[config.mk]
export PLATFORM = sky130hd
export DESIGN_NAME = fcsl_bound_mul
export DESIGN_NICKNAME = d
export VERILOG_FILES = /design/src/hw/rtl/assert_macros.svh /design/src/hw/rtl/fcsl_pkg.sv /design/src/hw/rtl/fcsl_bound_mul.sv
export SDC_FILE = /design/constraint.sdc
export NUM_CORES = 2
export LEC_CHECK = 0
export BUFFER_PORTS_ARGS = -buffer_cell sky130_fd_sc_hd__buf_2
export CAP_MARGIN = 30
export CORE_MARGIN = 1.5
export CORE_UTILIZATION = 30
export DETAILED_ROUTE_END_ITERATION = 6
export PLACE_DENSITY_LB_ADDON = 0.3
export SLEW_MARGIN = 20
export SYNTH_ARGS = -nofsm -noshare
export SYNTH_HDL_FRONTEND = slang
export SYNTH_SLANG_ARGS = --single-unit
[constraint.sdc]
create_clock -name vclk -period 14.2
set_input_delay 1.42 -clock vclk [all_inputs]
set_output_delay 1.42 -clock vclk [all_outputs]
set_load 0.02 [all_outputs]
[src/hw/rtl/assert_macros.svh]
// Assertion macros used by the RTL files.
`ifndef ASSERT_MACROS_SVH
`define ASSERT_MACROS_SVH
`ifndef SYNTH
`define ASSERT_IMPL(label, clk, rst_n, prop, msg) \
  label: assert property (@(posedge clk) disable iff (!rst_n) (prop)) else $error(msg);
`define ASSERT_NEVER(label, clk, rst_n, prop, msg) \
  label: assert property (@(posedge clk) disable iff (!rst_n) !(prop)) else $error(msg);
`else
`define ASSERT_IMPL(label, clk, rst_n, prop, msg)
`define ASSERT_NEVER(label, clk, rst_n, prop, msg)
`endif
`endif

[src/hw/rtl/fcsl_pkg.sv]
package fcsl_pkg;
  localparam int unsigned MaxNodes = 32;
  localparam int unsigned AddrW = $clog2(MaxNodes);
  localparam int unsigned CountW = AddrW + 1;
  localparam int unsigned SumW = 38;

  typedef struct packed {
    logic signed [31:0] node_value;
    logic signed [31:0] bound_low;
    logic signed [31:0] bound_high;
    logic [30:0]        diffusion_sum;
    logic signed [31:0] raw_flux;
    logic               final_node;
  } in_word_t;

  typedef struct packed {
    logic signed [31:0] limited_flux;
    logic               last_of_element;
  } out_word_t;

  typedef struct packed {
    logic [1:0]  mode;
    logic [31:0] ratio;
  } scale_t;

  localparam logic [1:0] ModePass = 2'd0;
  localparam logic [1:0] ModePos = 2'd1;
  localparam logic [1:0] ModeNeg = 2'd2;
endpackage

[src/hw/rtl/fcsl_bound_mul.sv]
module fcsl_bound_mul (
  input  logic [31:0]        g2_i,
  input  logic signed [32:0] diff_i,
  output logic signed [31:0] flux_o
);
  import fcsl_pkg::*;
  logic        neg;
  logic [32:0] mag;
  logic [64:0] prod;
  logic [48:0] shr;
  assign neg = diff_i[32];
  assign mag = neg ? 33'(-diff_i) : 33'(diff_i);
  assign prod = 65'(g2_i) * 65'(mag);
  assign shr = prod[64:16];
  always_comb begin
    if (neg) begin
      flux_o = (shr > 49'h80000000) ? 32'sh80000000 : 32'(-shr);
    end else begin
      flux_o = (shr > 49'h7FFFFFFF) ? 32'sh7FFFFFFF : shr[31:0];
    end
  end
endmodule

==> flow_summary.ini <==
[worst_setup_path]
crit_path_frequent_cell = fa_1
slowest_delay_ps = 600
critPathSlowestCell = fa_1
crit_path_end_kind = primary output
cp_max_fo = 12
critPathKind = in -> out
cp-start-kind = primary input
crit_required_ps = 12780
arrival_ps = 12430

[final_layout]
finalNonFillerCells = 5944
filler_cell_count = 13000
drive_gt1_share_pct = 9.09
regArea_um2 = 0
finalInstanceArea_um2 = 40900
post-route-util_pct = 33.0
fin_nets = 5558
n_clock_buffer = 0
areaGrowthSynthToFinish_pct = 9.28
nFlopsAndLatches = 0

[logic_synthesis]
synthesis.nets = 5545
synth_area_um2 = 37400
syn_area_per_cell_um2 = 8.72
syn_inst = 4291
synth.largest_area_cell = fa_1
ys_seq_area_share_pct = 0
ys_top_cells_by_count = fa_1, inv_1, nand2_1
synth_top_area_share_pct = 49.5
yosysMostFrequentCell = fa_1
ys_top_cells_by_area = fa_1, and2_1, inv_1, ha_1, nand2_1
yosys_warnings = 0
ys_types = 86

[timing]
fmax_ghz = 0.0722
finalCritPeriodShare_pct = 97.5
min_period_ps = 13850
setup_viol = 0
drv_slew = 0
maxSlewHeadroom_pct = 34.9
hold_violations = 0
tightest_slew_ps = 972

[place]
placed_area_um2 = 40300
place_hpwl_um = 97400
dp.cells = 5922
gp_congestion = 0.906
io_buffers = 97

[grt]
grt_antenna_before_repair = 9
grt_max_degree = 40
grt_pass1_vias = 31700
grt_pass1_wl_um = 184000
grt.total_usage_pct = 18.5
grt_overflow = 0

[job]
cap_viol_max_count = 0

[floorplan]
die_x_um = 356
core_area_um2 = 124000
ios = 97
num_rows = 129
die_area_um2 = 127000
start_util_pct = 30.2
fp.dieH_um = 356

[outcome]
violations = design-rule violations
run_status = finished with violations

[drt]
drtPass1Iterations = 7
ant_nets = 0
vias_per_cell = 4.91
drt_iter0_drc = 1758
drt-wirelength-per-cell_um = 19.2
drc = 28
routed_wl_um = 114000
vias = 29200

[cts]
ctsHoldBuffers = 0

[min_path]
hold_class = in -> out
per-stage QoR:
| stage | worst slack, ps | setup TNS (ps) | hold slack [ps] |
|---|---|---|---|
| 2_1_floorplan | 1010 | 0 | 3410 |
| 6_report | 348 | 0 | 3820 |
| 3_5_place_dp | 58.3 | 0 | 3790 |
| 4_1_cts | 21.7 | 0 | 3800 |
| 3_3_place_gp | 64.9 | 0 | 3780 |
| 5_1_grt | -61.5 | -923 | 3880 |
critical path: cells and delay by family:
family / cells / cell delay, ps
AO/OA/AOI/OAI: 6 / 1540
XOR/XNOR: 2 / 360
adder cells (fa/ha/maj): 10 / 4710
buffers and inverters: 6 / 780
AND/OR/NAND/NOR: 12 / 3590
path summary, 6_finish.rpt:
kind       start          to  cells after the start
min   diff_i[32]  flux_o[31]                      4
max    diff_i[0]  flux_o[18]                     36
logic make-up after synthesis:
family | synth area share (%)
XOR/XNOR | 1.90
AND/OR/NAND/NOR | 20.0
buffers and inverters | 11.6
adder cells (fa/ha/maj) | 58.3
AO/OA/AOI/OAI | 7.72
multiplexers | 0.471
placed cells by master (no fill, tap or decap), drive strengths merged, types with 7 or more instances in the layout:
cell / netlist / final
fa: 925 / 925
inv: 907 / 907
nand2: 620 / 620
and2: 548 / 548
ha: 264 / 264
buf: 6 / 252
a21oi: 94 / 94
o21ai: 84 / 84
nor2: 72 / 72
xnor2: 63 / 63
nand4: 38 / 38
nand3: 31 / 31
nor3: 29 / 29
a221oi: 26 / 26
o211ai: 24 / 24
a211oi: 24 / 24
a21o: 23 / 23
or3: 20 / 20
nor4: 20 / 20
xor2: 18 / 18
o31ai: 17 / 17
nor2b: 16 / 16
o21a: 16 / 16
mux2i: 13 / 13
and4: 12 / 12
and3: 12 / 12
a31oi: 9 / 9
or4: 9 / 9
nand2b: 9 / 9
o21bai: 8 / 8
nor3b: 7 / 7
what timing repair did:
item | in CTS | in global routing
cloned | 0 | 1
setup endpoints to repair | 2 | 32
pin swaps | 0 | 11
resized for setup | 1 | 90
setup buffers | 0 | 15
endpoints found under the hold margin | 0 | 0
final cells by class:
| cell class | instances | area, µm² | share of cell area (%) |
|---|---|---|---|
| Antenna cell | 5 | 12.5 | 0.0306 |
| Multi-Input combinational cell | 3142 | 33700 | 82.3 |
| Timing Repair Buffer | 253 | 1770 | 4.33 |
| Inverter | 907 | 3400 | 8.32 |
| Tap cell | 1637 | 2050 | 5.01 |
routing by layer:
| layer | share of wire [%] | global-route usage (%) | vias to the layer above |
|---|---|---|---|
| li1 | - | - | 13000 |
| met5 | 0.080 | 0 | - |
| met4 | 1.2 | 2.20 | 14 |
| met3 | 7.3 | 3.38 | 95 |
| met2 | 44 | 28.7 | 800 |
| met1 | 48 | 27.5 | 15300 |
