--- src/hw/rtl/assert_macros.svh ---
// Assertion macros used by the RTL files.
`ifndef ASSERT_MACROS_SVH
`define ASSERT_MACROS_SVH
`ifndef SYNTH
`define ASSERT_IMPL(label, clk, rst_n, prop, msg) \
  label: assert property (@(posedge clk) disable iff (!rst_n) (prop)) else $error(msg);
`define ASSERT_NEVER(label, clk, rst_n, prop, msg) \
  label: assert property (@(posedge clk) disable iff (!rst_n) !(prop)) else $error(msg);
`else
`define ASSERT_IMPL(label, clk, rst_n, prop, msg)
`define ASSERT_NEVER(label, clk, rst_n, prop, msg)
`endif
`endif

--- src/hw/rtl/fcsl_pkg.sv ---
package fcsl_pkg;
  localparam int unsigned MaxNodes = 32;
  localparam int unsigned AddrW = $clog2(MaxNodes);
  localparam int unsigned CountW = AddrW + 1;
  localparam int unsigned SumW = 38;

  typedef struct packed {
    logic signed [31:0] node_value;
    logic signed [31:0] bound_low;
    logic signed [31:0] bound_high;
    logic [30:0]        diffusion_sum;
    logic signed [31:0] raw_flux;
    logic               final_node;
  } in_word_t;

  typedef struct packed {
    logic signed [31:0] limited_flux;
    logic               last_of_element;
  } out_word_t;

  typedef struct packed {
    logic [1:0]  mode;
    logic [31:0] ratio;
  } scale_t;

  localparam logic [1:0] ModePass = 2'd0;
  localparam logic [1:0] ModePos = 2'd1;
  localparam logic [1:0] ModeNeg = 2'd2;
endpackage

--- src/hw/rtl/fcsl_divider.sv ---
module fcsl_divider (
  input  logic                          clk_i,
  input  logic                          rst_ni,
  input  logic                          start_i,
  input  logic [fcsl_pkg::SumW-1:0]     num_i,
  input  logic [fcsl_pkg::SumW-1:0]     den_i,
  output logic                          done_o,
  output logic [31:0]                   quot_o
);
  import fcsl_pkg::*;
  logic [SumW:0]   rem_q, rem_d;
  logic [SumW-1:0] den_q, den_d;
  logic [31:0]     quot_q, quot_d;
  logic [5:0]      cnt_q, cnt_d;
  logic            busy_q, busy_d, done_q, done_d;
  logic [SumW:0]   sh;

  assign sh = {rem_q[SumW-1:0], 1'b0};

  always_comb begin
    rem_d = rem_q;
    den_d = den_q;
    quot_d = quot_q;
    cnt_d = cnt_q;
    busy_d = busy_q;
    done_d = 1'b0;
    if (start_i) begin
      rem_d = {1'b0, num_i};
      den_d = den_i;
      quot_d = '0;
      cnt_d = '0;
      busy_d = 1'b1;
    end else if (busy_q) begin
      if (sh >= {1'b0, den_q}) begin
        rem_d = sh - {1'b0, den_q};
        quot_d = {quot_q[30:0], 1'b1};
      end else begin
        rem_d = sh;
        quot_d = {quot_q[30:0], 1'b0};
      end
      cnt_d = cnt_q + 6'd1;
      if (cnt_q == 6'd31) begin
        busy_d = 1'b0;
        done_d = 1'b1;
      end
    end
  end

  always_ff @(posedge clk_i or negedge rst_ni) begin
    if (!rst_ni) begin
      busy_q <= 1'b0;
      done_q <= 1'b0;
      cnt_q <= '0;
    end else begin
      busy_q <= busy_d;
      done_q <= done_d;
      cnt_q <= cnt_d;
    end
  end

  always_ff @(posedge clk_i) begin
    rem_q <= rem_d;
    den_q <= den_d;
    quot_q <= quot_d;
  end

  assign done_o = done_q;
  assign quot_o = quot_q;
endmodule

--- config.mk ---
export PLATFORM = sky130hd
export DESIGN_NAME = fcsl_divider
export DESIGN_NICKNAME = d
export VERILOG_FILES = /design/src/hw/rtl/assert_macros.svh /design/src/hw/rtl/fcsl_pkg.sv /design/src/hw/rtl/fcsl_divider.sv
export SDC_FILE = /design/constraint.sdc
export NUM_CORES = 1
export LEC_CHECK = 0
export ABC_AREA = 0
export BUFFER_PORTS_ARGS = -buffer_cell sky130_fd_sc_hd__buf_4
export CAP_MARGIN = 20
export CORE_UTILIZATION = 52
export DETAILED_ROUTE_END_ITERATION = 6
export PLACE_DENSITY_LB_ADDON = 0.15
export SYNTH_ARGS = -nofsm -noshare
export SYNTH_HDL_FRONTEND = slang
export SYNTH_SLANG_ARGS = --single-unit
--- constraint.sdc ---
create_clock -name clk_i -period 5.1 [get_ports clk_i]
set_clock_uncertainty 0.1 [all_clocks]
set_input_delay 0.765 -clock clk_i [delete_from_list [all_inputs] [get_ports clk_i]]
set_output_delay 0.765 -clock clk_i [all_outputs]
set_load 0.03 [all_outputs]
==> impl_metrics.json, run 1 <==
{
  "status": "complete, no violations",
  "worstSetupEndpointType": "flip-flop",
  "via_count": 5409,
  "drtIter0Drc": 396,
  "routed_wl_um": 15300,
  "synth_cells": 681,
  "rsz0062_at_grt": "no",
  "powerDensity_nw_per_um2": 585,
  "p_seq_share_pct": 27.9,
  "period_needed_ns": 3.55,
  "die_y_um": 117,
  "hold_viol": 0,
  "insertion_delay_ns": 0.43,
  "viasPerCell": 5.56,
  "placed_cells": 940,
  "path_max_fanout": 23,
  "pwr-share-clk_pct": 22.6,
  "slew_violations": 0,
  "ctsHtreeMaxLevel": 4,
  "die_area_um2": 13600,
  "tns_ns": 0,
  "synth_area_um2": 6850,
  "max_slew.worst_pin.slew_ns": 1.02,
  "synth-edff-count": 76,
  "syn2layout_area_growth_pct": 21.7,
  "ys_ff_latch": 116,
  "layout_common_cells": "115 x buf_4, 76 x edfxtp_1, 67 x nor2_1",
  "hold_class": "in2async",
  "grt_max_degree": 83,
  "finalNonFillerCells": 972,
  "hpwl_um": 10700,
  "switching_share_pct": 39.5,
  "syn_nets": 800,
  "cts_hold_buf": 0,
  "setup_slack_ns": 1.55,
  "crit_type": "reg2reg",
  "hold_ws_ns": 0.0450,
  "yosysWarnings": 0,
  "grt_pass1_wl_um": 24700,
  "die_x_um": 117,
  "max_clock_freq_mhz": 282,
  "nNetsFinal": 906,
  "power.internal_mw": 2.95,
  "cts_setup_buffers": 0,
  "cts_resized": 0,
  "final_common_cell": "buf_4",
  "track_usage_pct": 23.7,
  "maxCapViolCount": 0,
  "synth_cell_type_count": 71,
  "antenna_left": 0,
  "finalCritPeriodShare_pct": 69.5,
  "drive_gt1_share_pct": 20.9,
  "wl_per_cell_um": 15.7,
  "core_um2": 12700,
  "ys.flop_type": "edfxtp_1",
  "ir_drop_uv": 268,
  "placementRows": 41,
  "numPortBuffers": 111,
  "drt_first_pass_iters": 6,
  "start_util_pct": 53.8,
  "worstPathRequired_ns": 5.15,
  "startpoint_type": "flip-flop",
  "leakagePower_nw": 3.92,
  "ys_seq_area_share_pct": 45.6,
  "synthArstFlopShare_pct": 6.90,
  "setup_violations": 0,
  "place_congestion": 0.873,
  "pre_cts_slack_ns": 1.53,
  "slew_headroom_pct": 31.9,
  "clockBufferDepth": 2,
  "power.net_switching_mw": 1.93,
  "diodes": 0,
  "total_power_mw": 4.88,
  "path_clk_slew_ns": 0.06,
  "worstPathArrival_ns": 3.60,
  "combPwrFrac_pct": 49.4,
  "drc_errors": 0,
  "avgSynthCellArea_um2": 10.1,
  "cts-root-buf": "clkbuf_16",
  "io_pins": 112,
  "cts_tree": "yes",
  "grt_pass1_vias": 5187,
  "antenna_found_initial": 0,
  "grt.overflow.total": 0,
  "numCtsBuffers": 17,
  "cts_sinks": 116
}
[layout make-up]
| type | count | area [um^2] |
|---|---|---|
| multi-input cells | 486 | 3400 |
| repair buffers | 115 | 863 |
| fillers | 1070 | 4390 |
| flip-flops and latches | 116 | 3120 |
| well taps | 172 | 215 |
| clock inverters | 10 | 70.1 |
| inverters | 51 | 191 |
| clock buffers | 22 | 475 |
[power by group through the flow]
stage	Sequential [mW]	Clock, mW	Combinational, mW
after global routing	1.39	1.17	2.67
after floorplan	1.35	0	1.94
after global placement	1.37	0	2.32
after CTS	1.36	1.12	2.40
final	1.36	1.10	2.41
after detailed placement	1.38	0	2.38
[critical path: stages, from the launching register on]
cell,delay (ns)
edfxtp_1,0.44
ha_1,0.33
nor2b_1,0.13
o21ai_1,0.10
o211ai_2,0.32
a311o_4,0.34
o211ai_1,0.14
a21oi_4,0.67
buf_4,0.36
nor3b_1,0.08
a21oi_1,0.16
o21ai_0,0.11
[path summary, 6_finish.rpt]
check	startpoint	endpoint	slack, ns	cells after the start
min in group clk_i	quot_o[31]$_SDFFE_PP0P_	quot_o[31]$_SDFFE_PP0P_	0.41	2
max in group asynchronous	rst_ni	busy_q$_DFF_PN0_	4.72	1
hold / removal	rst_ni	busy_q$_DFF_PN0_	0.05	1
setup reg to reg	rem_q[0]$_DFFE_PP_	rem_q[37]$_DFFE_PP_	1.55	11
setup / recovery	rem_q[0]$_DFFE_PP_	rem_q[37]$_DFFE_PP_	1.55	11
hold reg to reg	quot_o[31]$_SDFFE_PP0P_	quot_o[31]$_SDFFE_PP0P_	0.41	2
[cell usage after synthesis, drive strengths merged (2+ instances only)]
| library cell | n | area (um^2) |
|---|---|---|
| a21o | 16 | 120 |
| a21oi | 53 | 288 |
| a311o | 2 | 30.0 |
| a31oi | 6 | 43.8 |
| and2 | 3 | 22.5 |
| and3 | 5 | 31.3 |
| and4 | 2 | 17.5 |
| buf | 11 | 72.6 |
| clkbuf | 17 | 63.8 |
| dfrtp | 8 | 200 |
| dfxtp | 32 | 641 |
| edfxtp | 76 | 2280 |
| ha | 39 | 488 |
| inv | 51 | 191 |
| mux2i | 61 | 611 |
| nand2 | 55 | 206 |
| nand3 | 12 | 65.1 |
| nand4 | 6 | 37.5 |
| nor2 | 68 | 263 |
| nor2b | 3 | 18.8 |
| nor3 | 9 | 50.1 |
| nor3b | 7 | 52.6 |
| nor4 | 4 | 40.0 |
| nor4b | 2 | 23.8 |
| o211ai | 6 | 55.1 |
| o21ai | 52 | 268 |
| o21bai | 5 | 37.5 |
| o31ai | 5 | 37.5 |
| or3 | 5 | 31.3 |
| xnor2 | 21 | 184 |
| xor2 | 16 | 140 |
[kinds of logic (layout without fill, tap and decap cells)]
kind of cell               count (synthesis)  after routing  share of synthesized area [%]
AOI/OAI and AO/OA                        161            161                           15.3
buffers and inverters                     79            198                           4.79
xor gates and xnor gates                  37             37                           4.73
DFF                                      116            116                           45.6
adders and majority gates                 40             40                           7.42
muxes                                     61             61                           8.92
and+or+nand+nor                          187            187                           13.2
[sequential cells by signal (all words and copies together), names as in the netlist]
name / cells
cnt_q: 6
quot_o: 32
done_o: 1
den_q: 38
rem_q: 38
busy_q: 1
[metrics by stage]
| step | util, % | instance area, um^2 |
|---|---|---|
| floorplan | - | 6850 |
| global placement | 61.2 | 7790 |
| detailed placement | 61.2 | 7790 |
| CTS | 65.5 | 8340 |
| global route | 65.5 | 8340 |
| finish | 65.5 | 8340 |
[routing by layer]
layer  vias to the layer above  GRT usage [%]  part of all wire [%]
met5                         -              0                     0
met4                         0           8.35                   1.5
met3                        21           7.68                   6.6
met2                       167           39.0                    47
met1                      2548           29.1                    45
li1                       2673              -                     -
Note: power is estimated with default switching activity, not from simulation.
==> run 2: changes to the inputs <==
==> constraint.sdc (replaced) <==
create_clock -name clk_i -period 2.9 [get_ports clk_i]
set_clock_uncertainty 0.1 [all_clocks]
set_input_delay 0.435 -clock clk_i [delete_from_list [all_inputs] [get_ports clk_i]]
set_output_delay 0.435 -clock clk_i [all_outputs]
set_load 0.03 [all_outputs]
==> impl_metrics.json, run 2 (same netlist as run 1, synthesis figures left out) <==
{
  "status": "finished, violations left",
  "violations": "setup timing",
  "drtIter0Drc": 366,
  "pre_cts_slack_ns": -0.110,
  "max_clock_freq_mhz": 335,
  "ctsHtreeMaxLevel": 4,
  "cp_cell_sequence": "ha_4 -> nand3_1 -> o221ai_2 -> a21oi_2 -> buf_4 -> a31oi_4 -> a31o_1 -> a31oi_4 -> o41ai_2 -> and4_1 -> nor3_1",
  "diodes": 0,
  "final_common_cell": "buf_4",
  "tns_ns": -0.0811,
  "cp_top_family": "compound AO/OA/AOI/OAI gates",
  "antenna_left": 0,
  "crit_type": "reg2reg",
  "grt_busiest_layer": "met2",
  "slew_headroom_pct": 62.0,
  "ir_drop_uv": 655,
  "max_stage_delay_ns": 0.46,
  "drt_first_pass_iters": 7,
  "clockBufferDepth": 2,
  "track_usage_pct": 24.7,
  "path_clk_slew_ns": 0.06,
  "via_count": 5768,
  "wl_per_cell_um": 16.2,
  "io_pins": 112,
  "hold_class": "in2reg",
  "cts_tree": "yes",
  "leakagePower_nw": 4.42,
  "cts_sinks": 116,
  "worstPathRequired_ns": 2.96,
  "setup_violations": 1,
  "period_needed_ns": 2.98,
  "fin_area_um2": 9620,
  "combPwrFrac_pct": 59.2,
  "setup_slack_ns": -0.0811,
  "rsz0062_at_grt": "yes",
  "power.internal_mw": 6.80,
  "worstPathArrival_ns": 3.05,
  "grt_pass1_vias": 5535,
  "use_met3_pct": 7.11,
  "cp_num_buf_inv": 1,
  "use_met1_pct": 30.5,
  "start_util_pct": 53.8,
  "hpwl_um": 11500,
  "grt_pass1_wl_um": 26000,
  "place_congestion": 0.911,
  "syn2layout_area_growth_pct": 40.6,
  "viasPerCell": 5.44,
  "core_um2": 12700,
  "antenna_found_initial": 0,
  "die_x_um": 117,
  "cp_common_cell": "a31oi_4",
  "finalCritPeriodShare_pct": 103,
  "groute.layer.met2.usage_pct": 42.2,
  "slew_violations": 0,
  "power.net_switching_mw": 4.18,
  "grt_max_degree": 86,
  "layout_common_cells": "190 x buf_4, 76 x edfxtp_1, 65 x nor2_1",
  "placed_area_um2": 8310,
  "max_slew.worst_pin.slew_ns": 0.570,
  "total_power_mw": 11.0,
  "pwr-share-clk_pct": 18.4,
  "maxCapViolCount": 0,
  "worstSetupEndpointType": "flip-flop",
  "numPortBuffers": 111,
  "switching_share_pct": 38.1,
  "drc_errors": 0,
  "routed_wl_um": 17200,
  "powerDensity_nw_per_um2": 1140,
  "nNetsFinal": 995,
  "die_area_um2": 13600,
  "placementRows": 41,
  "numCtsBuffers": 17,
  "die_y_um": 117,
  "grt.overflow.total": 0,
  "p_seq_share_pct": 22.4,
  "startpoint_type": "flip-flop",
  "hold_viol": 0,
  "fillers": 901,
  "path_max_fanout": 6,
  "slowest_stage": "edfxtp_1",
  "hold_ws_ns": 0.0935,
  "drive_gt1_share_pct": 35.4,
  "cts-root-buf": "clkbuf_16",
  "insertion_delay_ns": 0.42
}
[run 2: cell types whose count changed in the layout (fill, tap and decap cells not counted), moves of 6 or more]
cell | before | now
ha_1 | 39 | 21
buf_12 | 0 | 7
ha_4 | 0 | 15
buf_4 | 115 | 190
a21oi_1 | 49 | 43
[run 2: power groups by stage]
stage / Clock, mW / Sequential [mW] / Combinational, mW
3_3_place_gp: 0 / 2.40 / 4.92
5_1_grt: 2.12 / 2.50 / 6.96
2_1_floorplan: 0 / 2.38 / 3.41
6_report: 2.02 / 2.46 / 6.50
4_1_cts: 2.04 / 2.40 / 5.18
3_5_place_dp: 0 / 2.42 / 5.02
[run 2: metal layers]
metal | wire [um] | vias to the layer above
met5 | 0 | -
met2 | 8460 | 168
met1 | 7550 | 2726
met3 | 907 | 32
li1 | - | 2842
met4 | 318 | 0
[run 2: per-stage QoR]
| stage | util, % | instances |
|---|---|---|
| 2_1_floorplan | - | 681 |
| 3_3_place_gp | 65.3 | 1001 |
| 3_5_place_dp | 65.3 | 1001 |
| 4_1_cts | 70.6 | 1036 |
| 5_1_grt | 75.6 | 1061 |
| 6_report | 75.6 | 1061 |
[run 2: final timing paths]
kind                                          from  slack (ns)                       to  cells past startpoint
min reg2reg                quot_o[31]$_SDFFE_PP0P_        0.40  quot_o[31]$_SDFFE_PP0P_                      2
max in group asynchronous                   rst_ni        2.28         busy_q$_DFF_PN0_                      2
min                                      den_i[30]        0.09      den_q[30]$_DFFE_PP_                      1
max                             rem_q[8]$_DFFE_PP_       -0.08      rem_q[30]$_DFFE_PP_                     11
max reg2reg                     rem_q[8]$_DFFE_PP_       -0.08      rem_q[30]$_DFFE_PP_                     11
min in group asynchronous                   rst_ni        0.28     cnt_q[2]$_DFFE_PN0P_                      2
[run 2: final cells by class]
type                    instances  area, um^2  area share, %
inverters                      51         191           1.99
repair buffers                204        1670           17.4
clock inverters                 9        66.3          0.689
well taps                     172         215           2.24
clock buffers                  23         512           5.32
flip-flops and latches        116        3120           32.5
multi-input cells             486        3840           39.9
[run 2: what timing repair did]
action	in CTS	in global routing
pin swaps	11	42
setup endpoints to repair	29	36
hold endpoints to repair	8	0
resized for setup	11	77
buffers inserted	2	23
hold buffers	1	0
cloned	0	2
==> run 3: changes to the inputs <==
--- a/config.mk
+++ b/config.mk
@@ -10,7 +10,7 @@
 export CAP_MARGIN = 20
 export CORE_UTILIZATION = 52
 export DETAILED_ROUTE_END_ITERATION = 6
-export PLACE_DENSITY_LB_ADDON = 0.15
+export PLACE_DENSITY = 0.87
 export SYNTH_ARGS = -nofsm -noshare
 export SYNTH_HDL_FRONTEND = slang
 export SYNTH_SLANG_ARGS = --single-unit
==> constraint.sdc (replaced) <==
create_clock -name clk_i -period 2.9 [get_ports clk_i]
set_clock_uncertainty 0.1 [all_clocks]
set_input_delay 0.29 -clock clk_i [delete_from_list [all_inputs] [get_ports clk_i]]
set_output_delay 0.29 -clock clk_i [all_outputs]
set_load 0.03 [all_outputs]
==> impl_metrics.json, run 3 (same netlist as run 1, synthesis figures left out) <==
{
  "drt_first_pass_iters": 5,
  "place_congestion": 0.922,
  "crit_type": "reg2reg",
  "numPortBuffers": 111,
  "startpoint_type": "flip-flop",
  "insertion_delay_ns": 0.43,
  "grt_max_degree": 51,
  "status": "finished, violations left",
  "cts_tree": "yes",
  "reg2reg_slack_ns": -0.11,
  "fillers": 819,
  "diodes": 0,
  "drive_gt1_share_pct": 30.8,
  "violations": "setup timing",
  "worstSetupEndpointType": "flip-flop",
  "whs_path_depth": 3,
  "placed_cells": 989,
  "setup_violations": 24,
  "die_area_um2": 13600,
  "placementRows": 41,
  "slew_violations": 0,
  "finalNonFillerCells": 1078,
  "pre_cts_slack_ns": -0.118,
  "p_seq_share_pct": 23.9,
  "die_x_um": 117,
  "io_pins": 112,
  "finish.utilization_pct": 75.6,
  "start_util_pct": 53.8,
  "clockBufferDepth": 2,
  "worstPathRequired_ns": 2.95,
  "core_um2": 12700,
  "combPwrFrac_pct": 56.8,
  "power.net_switching_mw": 4.05,
  "reg2reg_from": "rem_q[26]$_DFFE_PP_",
  "hpwl_um": 11400,
  "cts_sinks": 116,
  "powerDensity_nw_per_um2": 1070,
  "finalCritPeriodShare_pct": 104,
  "antenna_found_initial": 0,
  "rsz0062_at_grt": "yes",
  "nNetsFinal": 1012,
  "hold_viol": 0,
  "power.internal_mw": 6.28,
  "grt_pass1_vias": 5641,
  "switching_share_pct": 39.2,
  "ir_drop_uv": 505,
  "final_common_cell": "buf_4",
  "drtIter0Drc": 569,
  "viasPerCell": 5.63,
  "routed_wl_um": 18500,
  "antenna_left": 0,
  "wl_per_cell_um": 17.1,
  "layout_common_cells": "175 x buf_4, 76 x edfxtp_1, 67 x nor2_1",
  "slew_headroom_pct": 59.8,
  "leakagePower_nw": 4.46,
  "hold_class": "in2reg",
  "cts-root-buf": "clkbuf_16",
  "numCtsBuffers": 17,
  "worstPathArrival_ns": 3.06,
  "whs_endpoint": "rem_q[18]$_DFFE_PP_",
  "max_slew.worst_pin.slew_ns": 0.602,
  "period_needed_ns": 3.01,
  "grt_pass1_wl_um": 27000,
  "drc_errors": 0,
  "maxCapViolCount": 0,
  "path_clk_slew_ns": 0.06,
  "grt.overflow.total": 0,
  "track_usage_pct": 26.0,
  "setup_slack_ns": -0.108,
  "min_from": "num_i[18]",
  "path_max_fanout": 5,
  "max_clock_freq_mhz": 332,
  "reg2regPathDepth": 11,
  "via_count": 6071,
  "ctsHtreeMaxLevel": 4,
  "reg2reg_to": "rem_q[34]$_DFFE_PP_",
  "pwr-share-clk_pct": 19.3,
  "syn2layout_area_growth_pct": 40.4,
  "die_y_um": 117
}
[run 3: changes by cell type in the layout (fill, tap and decap cells not counted), sizes merged]
cell | before | now
clkinvlp | 4 | 0
buf | 201 | 180
dlygate4sd3 | 1 | 39
a21oi | 53 | 54
inv | 52 | 59
clkbuf | 25 | 20
bufbuf | 0 | 1
[run 3: per-stage QoR]
step	hold WS [ns]	instance area, um^2	setup TNS (ns)	power, mW
after global routing	0.0609	9610	-4.00	10.8
after global placement	0.0138	8180	-0.121	7.07
final	0.0546	9610	-1.21	10.3
after CTS	0.0415	9310	-0.215	9.58
after floorplan	-0.106	6850	0	5.79
after detailed placement	0.0133	8180	-2.14	7.20
[run 3: worst max path at each step]
stage	start	end	slack (ns)	depth (start not counted)
floorplan	rem_q[0]$_DFFE_PP_	rem_q[35]$_DFFE_PP_	0.03	10
global placement	rem_q[29]$_DFFE_PP_	rem_q[24]$_DFFE_PP_	-0.03	10
detailed placement	rem_q[29]$_DFFE_PP_	rem_q[16]$_DFFE_PP_	-0.12	10
CTS	rem_q[0]$_DFFE_PP_	rem_q[6]$_DFFE_PP_	-0.04	11
global route	rem_q[0]$_DFFE_PP_	rem_q[2]$_DFFE_PP_	-0.20	12
finish	rem_q[26]$_DFFE_PP_	rem_q[34]$_DFFE_PP_	-0.11	11
[run 3: per-layer routing]
metal	vias up	GRT usage, %	wire [um]
li1	2889	-	-
met4	0	10.6	599
met3	51	6.12	1110
met2	280	42.4	8890
met5	-	0	0
met1	2851	33.2	7860
[run 3: final cells by class]
type | count | area, um^2 | share of cell area (%)
sequential | 116 | 3120 | 32.5
inverter | 51 | 191 | 1.99
tap | 172 | 215 | 2.24
clock buffer | 20 | 478 | 4.97
multi-input combinational | 487 | 3700 | 38.5
timing repair buffer | 220 | 1810 | 18.9
clock inverter | 12 | 88.8 | 0.924
[run 3: worst max-delay path, stage by stage (launching register included)]
cell	delay (ns)
edfxtp_1	0.40
ha_1	0.35
nand4_1	0.22
nor4_4	0.35
nand3_1	0.13
and4b_2	0.30
buf_4	0.14
a21oi_2	0.22
buf_4	0.20
nor3b_1	0.06
a21oi_1	0.16
o21ai_1	0.11
[run 3: timing repair]
item,CTS,global route
hold buffers,39,0
setup buffers,4,13
gates resized for setup,18,40
pin swaps,10,27
hold endpoints to repair,46,0
cloned,2,0
endpoints found under the setup margin,36,38
[run 3: power groups by stage]
stage	Combinational [mW]	Clock (mW)	Sequential, mW
floorplan	3.41	0	2.38
global route	6.25	2.08	2.50
global placement	4.66	0	2.41
finish	5.87	1.99	2.47
CTS	5.15	2.00	2.43
detailed placement	4.77	0	2.42
